--- src/rtl/core/dri_pkg.sv ---
package dri_pkg;

    localparam int MAX_WIDTH   = 16;
    localparam int VALUE_BITS  = 16;
    localparam int NUM_CFG     = 5;
    localparam int CFG_IDX_W   = 3;
    localparam int CFG_DATA_W  = 5;
    localparam int WIDX_W      = 10;
    localparam int Q_W         = 16;
    localparam int OIDX_W      = 4;
    localparam int CNT_W       = 5;

    localparam logic [CFG_IDX_W-1:0] REG_LAYER_COUNT = 3'd0;
    localparam logic [CFG_IDX_W-1:0] REG_LAYER0_SIZE = 3'd1;
    localparam logic [CFG_IDX_W-1:0] REG_LAYER1_SIZE = 3'd2;
    localparam logic [CFG_IDX_W-1:0] REG_LAYER2_SIZE = 3'd3;
    localparam logic [CFG_IDX_W-1:0] REG_LAYER3_SIZE = 3'd4;

    localparam logic FUNC_WEIGHT = 1'b0;
    localparam logic FUNC_SAMPLE = 1'b1;

    localparam logic signed [Q_W-1:0] ONE_Q88 = 16'sd256;

    typedef struct packed {
        logic                  func;
        logic [WIDX_W-1:0]     weight_index;
        logic signed [Q_W-1:0] weight_value;
        logic signed [Q_W-1:0] sample_value;
        logic                  last_sample;
    } in_item_t;

    typedef struct packed {
        logic signed [Q_W-1:0] out_value;
        logic [OIDX_W-1:0]     out_index;
        logic                  last_output;
        logic                  size_error;
    } out_item_t;

    typedef struct packed {
        logic [CFG_IDX_W-1:0]  index;
        logic [CFG_DATA_W-1:0] data;
    } cfg_item_t;

endpackage

--- src/rtl/core/dri_ctrl.sv ---
module dri_ctrl #(
    parameter int MAX_LAYERS = 4,
    parameter int LW         = 3,
    parameter int NW         = 7,
    parameter int AW         = 10
) (
    input  logic                clk,
    input  logic                rst_n,
    input  logic                in_fire,
    output logic                in_ready,
    input  dri_pkg::in_item_t   in_data,
    input  logic                size_match,
    input  logic                out_fire,
    input  logic                out_busy,
    input  logic [LW-1:0]       layers,
    input  logic [MAX_LAYERS-1:0][NW-1:0] sizes,
    input  logic                cfg_fire,
    output logic                clr_busy,
    output logic [AW-1:0]       clr_addr,
    output logic                cmd_mac_start,
    output logic                cmd_mac_en,
    output logic [AW-1:0]       cmd_waddr,
    output logic [NW-1:0]       cmd_k,
    output logic                cmd_mac_end,
    output logic [NW-1:0]       cmd_j,
    output logic                cmd_swap,
    output logic                cmd_emit,
    output logic                cmd_err,
    output logic [NW-1:0]       cmd_oj,
    output logic                cmd_olast
);
    localparam int DEPTH = (MAX_LAYERS - 1) * dri_pkg::MAX_WIDTH * dri_pkg::MAX_WIDTH;
    localparam int SIW   = $clog2(MAX_LAYERS);

    typedef enum logic [6:0] {
        S_CLEAR = 7'b0000001,
        S_IDLE  = 7'b0000010,
        S_MAC   = 7'b0000100,
        S_DRAIN = 7'b0001000,
        S_NEXT  = 7'b0010000,
        S_EMIT  = 7'b0100000,
        S_ERR   = 7'b1000000
    } state_t;

    state_t          state_reg, state_next;
    logic [AW:0]     clr_reg, clr_next;
    logic [LW-1:0]   l_reg, l_next;
    logic [NW-1:0]   j_reg, j_next, k_reg, k_next;
    logic [AW-1:0]   woff_reg, woff_next;
    logic [1:0]      drain_reg, drain_next;
    logic [NW-1:0]   nin, nn, nout;

    always_comb
    begin
        nin  = sizes[SIW'(l_reg - LW'(1))];
        nn   = sizes[SIW'(l_reg)];
        nout = sizes[SIW'(layers - LW'(1))];
    end

    assign clr_busy = (state_reg == S_CLEAR);
    assign clr_addr = clr_reg[AW-1:0];
    assign in_ready = (state_reg == S_IDLE) && !out_busy;

    always_comb
    begin
        state_next    = state_reg;
        clr_next      = clr_reg;
        l_next        = l_reg;
        j_next        = j_reg;
        k_next        = k_reg;
        woff_next     = woff_reg;
        drain_next    = drain_reg;
        cmd_mac_start = 1'b0;
        cmd_mac_en    = 1'b0;
        cmd_mac_end   = 1'b0;
        cmd_swap      = 1'b0;
        cmd_emit      = 1'b0;
        cmd_err       = 1'b0;
        cmd_waddr     = AW'(woff_reg + AW'(k_reg));
        cmd_k         = k_reg;
        cmd_j         = j_reg;
        cmd_oj        = j_reg;
        cmd_olast     = (j_reg == nout - NW'(1));
        unique case (state_reg)
            S_CLEAR:
            begin
                clr_next = clr_reg + (AW+1)'(1);
                if (clr_reg == (AW+1)'(DEPTH - 1))
                    state_next = S_IDLE;
            end
            S_IDLE:
            begin
                if (cfg_fire)
                begin
                    clr_next   = '0;
                    state_next = S_CLEAR;
                end
                else if (in_fire && in_data.func == dri_pkg::FUNC_SAMPLE
                         && in_data.last_sample)
                begin
                    if (size_match)
                    begin
                        l_next     = LW'(1);
                        j_next     = '0;
                        k_next     = '0;
                        woff_next  = '0;
                        state_next = S_MAC;
                    end
                    else
                        state_next = S_ERR;
                end
            end
            S_MAC:
            begin
                if (l_reg >= layers)
                begin
                    j_next     = '0;
                    state_next = S_EMIT;
                end
                else
                begin
                    cmd_mac_en    = 1'b1;
                    cmd_mac_start = (k_reg == '0);
                    if (k_reg == nin - NW'(1))
                    begin
                        k_next     = '0;
                        woff_next  = AW'(woff_reg + AW'(nin));
                        drain_next = 2'd2;
                        state_next = S_DRAIN;
                    end
                    else
                        k_next = k_reg + NW'(1);
                end
            end
            S_DRAIN:
            begin
                drain_next = drain_reg - 2'd1;
                if (drain_reg == 2'd0)
                begin
                    cmd_mac_end = 1'b1;
                    if (j_reg == nn - NW'(1))
                    begin
                        j_next     = '0;
                        state_next = S_NEXT;
                    end
                    else
                    begin
                        j_next     = j_reg + NW'(1);
                        state_next = S_MAC;
                    end
                end
            end
            S_NEXT:
            begin
                cmd_swap   = 1'b1;
                l_next     = l_reg + LW'(1);
                state_next = S_MAC;
            end
            S_EMIT:
            begin
                if (!out_busy || out_fire)
                begin
                    cmd_emit = 1'b1;
                    j_next   = j_reg + NW'(1);
                    if (cmd_olast)
                        state_next = S_IDLE;
                end
            end
            S_ERR:
            begin
                cmd_err    = 1'b1;
                state_next = S_IDLE;
            end
            default: state_next = S_IDLE;
        endcase
    end

    always_ff @(posedge clk or negedge rst_n)
    begin
        if (!rst_n)
        begin
            state_reg <= S_CLEAR;
            clr_reg   <= '0;
            l_reg     <= '0;
            j_reg     <= '0;
            k_reg     <= '0;
            woff_reg  <= '0;
            drain_reg <= '0;
        end
        else
        begin
            state_reg <= state_next;
            clr_reg   <= clr_next;
            l_reg     <= l_next;
            j_reg     <= j_next;
            k_reg     <= k_next;
            woff_reg  <= woff_next;
            drain_reg <= drain_next;
        end
    end
endmodule

--- config.mk ---
export PLATFORM = sky130hd
export DESIGN_NAME = dri_ctrl
export DESIGN_NICKNAME = d
export VERILOG_FILES = /design/src/rtl/core/dri_pkg.sv /design/src/rtl/core/dri_ctrl.sv
export SDC_FILE = /design/constraint.sdc
export NUM_CORES = 1
export LEC_CHECK = 0
export BUFFER_PORTS_ARGS = -buffer_cell sky130_fd_sc_hd__buf_2
export CAP_MARGIN = 30
export CORE_MARGIN = 4
export CORE_UTILIZATION = 37
export CTS_BUF_LIST = sky130_fd_sc_hd__clkbuf_4 sky130_fd_sc_hd__clkbuf_8
export CTS_CLUSTER_DIAMETER = 150
export DETAILED_ROUTE_END_ITERATION = 10
export GPL_ROUTABILITY_DRIVEN = 0
export MAX_ROUTING_LAYER = met4
export PLACE_DENSITY_LB_ADDON = 0.25
export SLEW_MARGIN = 20
export SYNTH_ARGS = -nofsm -noshare
export SYNTH_HDL_FRONTEND = slang
export SYNTH_SLANG_ARGS = --single-unit
--- constraint.sdc ---
create_clock -name clk -period 7 [get_ports clk]
set_input_delay 2.1 -clock clk [delete_from_list [all_inputs] [get_ports clk]]
set_output_delay 2.1 -clock clk [all_outputs]
set_load 0.05 [all_outputs]
==> flow_summary.toml <==
[power]
internal-power_uw = 523
pwr-share-comb = 0.427
p_leak_nw = 2.32
switching_share = 0.434
power.density_nw_per_um2 = 192
clockPowerShare = 0.227
p_switching_uw = 401
worst_ir_drop_vdd_uv = 121
pwr-share-seq = 0.346

[grt]
grt_antenna_before_repair = 0
grt_pass1_vias = 3573
globalRouteOverflowTotal = 0
grt_pass1_wl_um = 17600
grt_max_degree = 48
track_usage = 0.169

[place]
portBuffers = 89
post-dp-hpwl_um = 8220
detailedPlace.worstSlack_ns = 0.277
dpl.cell_count = 659
placed_cell_area_um2 = 4670

[timing]
tns_ns = 0
hold_viol_final = 0
drv_slew = 0
post-route-period-util = 0.962
finalClockSkew_ns = 0.0138
fmax_mhz = 149
rsz0062_at_grt = "no"
fin_ws_ns = 0.267
worst_pin_slew_ns = 0.916
whs_ns = 0.523
fin_crit_ns = 6.73
relSlewSlack = 0.385
setup_viol = 0

[synth]
synth.largest_area_cell = "dfrtp_1"
synth_nets = 569
yosysSeqAreaShare = 0.280
synth_area_um2 = 4210
synth_seq_cells = 47
synth_area_per_cell_um2 = 9.18
synth_area_leaders = "dfrtp_1 27%, mux4_2 11%, ha_1 7.7%"
ys_warn_count = 0
syn_inst = 459
synth-edff-count = 0
synth_cell_types = 56
synthDominantCellAreaShare = 0.273
synthArstFlopShare = 1.00
synth_flop_cell = "dfrtp_1"

[cells_and_area]
largest_reg_flops = 11
nFillCells = 1069
fin_cells = 669
finalInstanceArea_um2 = 4810
final_cell_mix = "89 x buf_2, 46 x dfrtp_1, 42 x nand2_1"
layout_commonest_cell = "buf_2"
num_antenna_cells = 0
nets = 638
syn2layout_area_growth_pct = 14.2
drive_gt1_frac = 0.251

[routing]
wl_per_cell_um = 15.7
via_per_inst = 5.47
wl_um = 10500
ant_nets = 0
drc = 0
first_pass_iters = 4
drtIter0Drc = 182
dr_total_vias = 3660

[die]
die_area_um2 = 13200
core-area_um2 = 11000
start_util = 0.383
die_w_um = 115
rows = 38
ioPinCount = 132
die_height_um = 115

[setup_path]
crit_buf_inv = 4
slowest_stage = "mux4_2"
startpoint = "layers[1]"
reg2reg_depth = 12
slowest_delay_ns = 0.59
start_kind = "primary input"
cp_max_fo = 5
arrival_ns = 4.63
crit_path_end = "cmd_olast"
worstPathCellList = "buf_2, mux4_2, inv_1, ha_1, inv_1, o31ai_1, a21oi_1, a311o_1, a211oi_2, buf_2"
critPathTopFamily = "compound AO/OA/AOI/OAI gates"
reg2reg_setup_slack_ns = 3.21
worstSetupPathType = "primary input to primary output"
r2r-end = "woff_reg[8]$_DFFE_PN0P_"
reg2reg_from = "l_reg[1]$_DFFE_PN0P_"
worst_setup_path_end_kind = "primary output"
crit_required_ns = 4.90
worst-path-stages = 10

[run_status]
status = "complete, no violations"

[clock_tree]
cts_buffer_depth = 2
h-tree-depth = 2
clockRootBuffer = "clkbuf_8"
cts_buffers = 5
postCtsResizedCells = 0
hold_buffers = 0
clk_latency_ns = 0.31
cts_tree = "yes"
cts.sinks = 47
clkTransAtPathRegs_ns = 0.10
cts_setup_buffers = 0

[min_path]
hp-class = "flip-flop to flip-flop"
hp-start = "drain_reg[0]$_DFFE_PN0P_"

[run]
cap_violations = 0
==> logic make-up after synthesis <==
| kind of cell | synth area share |
|---|---|
| XOR/XNOR | 0.102 |
| AND/OR/NAND/NOR | 0.197 |
| adder cells (fa/ha/maj) | 0.0867 |
| AO/OA/AOI/OAI | 0.149 |
| multiplexers | 0.115 |
| flip-flops | 0.280 |
| buffers and inverters | 0.0719 |
==> metrics by stage <==
step	power, mW	util
after global routing	0.992	0.438
final	0.924	0.438
after detailed placement	0.716	0.425
after CTS	0.929	0.436
after global placement	0.705	0.425
after floorplan	0.617	-
==> worst min path at each step <==
stage,to,slack [ns],cells past startpoint
detailed placement,drain_reg[0]$_DFFE_PN0P_,0.51,1
finish,drain_reg[0]$_DFFE_PN0P_,0.52,1
global placement,drain_reg[0]$_DFFE_PN0P_,0.48,1
floorplan,drain_reg[0]$_DFFE_PN0P_,0.46,1
CTS,drain_reg[0]$_DFFE_PN0P_,0.53,1
global route,drain_reg[0]$_DFFE_PN0P_,0.55,1
==> power by group through the flow <==
stage | sequential (mW) | clock [mW] | combinational [mW]
after floorplan | 0.334 | 0 | 0.284
after CTS | 0.320 | 0.219 | 0.391
after global placement | 0.324 | 0 | 0.381
final | 0.320 | 0.210 | 0.394
after detailed placement | 0.325 | 0 | 0.391
after global routing | 0.325 | 0.230 | 0.437
==> layer usage <==
layer,up-vias,share of wire,wire (µm),GRT usage
met4,0,0.0099,104,0.0321
li1,1784,-,-,-
met2,107,0.48,5000,0.271
met1,1763,0.47,4900,0.227
met5,-,0,0,-
met3,6,0.049,511,0.0296
==> cell usage after synthesis, drive strengths merged (5+ instances only) <==
cell type	n
o21bai	5
o21ai	34
nor3b	6
inv	29
nand4	5
xor2	25
o211ai	7
nand4b	7
a21oi	15
nand3	13
ha	26
nor3	13
mux4	21
buf	22
a21o	5
nand2	43
nor2	34
a22o	9
and3	6
xnor2	24
dfrtp	46
clkbuf	10
==> cell type report <==
type | count | area, µm² | share of cell area
tap | 140 | 175 | 0.0364
clock inverter | 3 | 46.3 | 0.00963
inverter | 29 | 109 | 0.0226
clock buffer | 5 | 68.8 | 0.0143
timing repair buffer | 94 | 490 | 0.102
multi-input combinational | 351 | 2740 | 0.570
sequential | 47 | 1180 | 0.245
No activity file was read; power rests on OpenSTA's default activity.
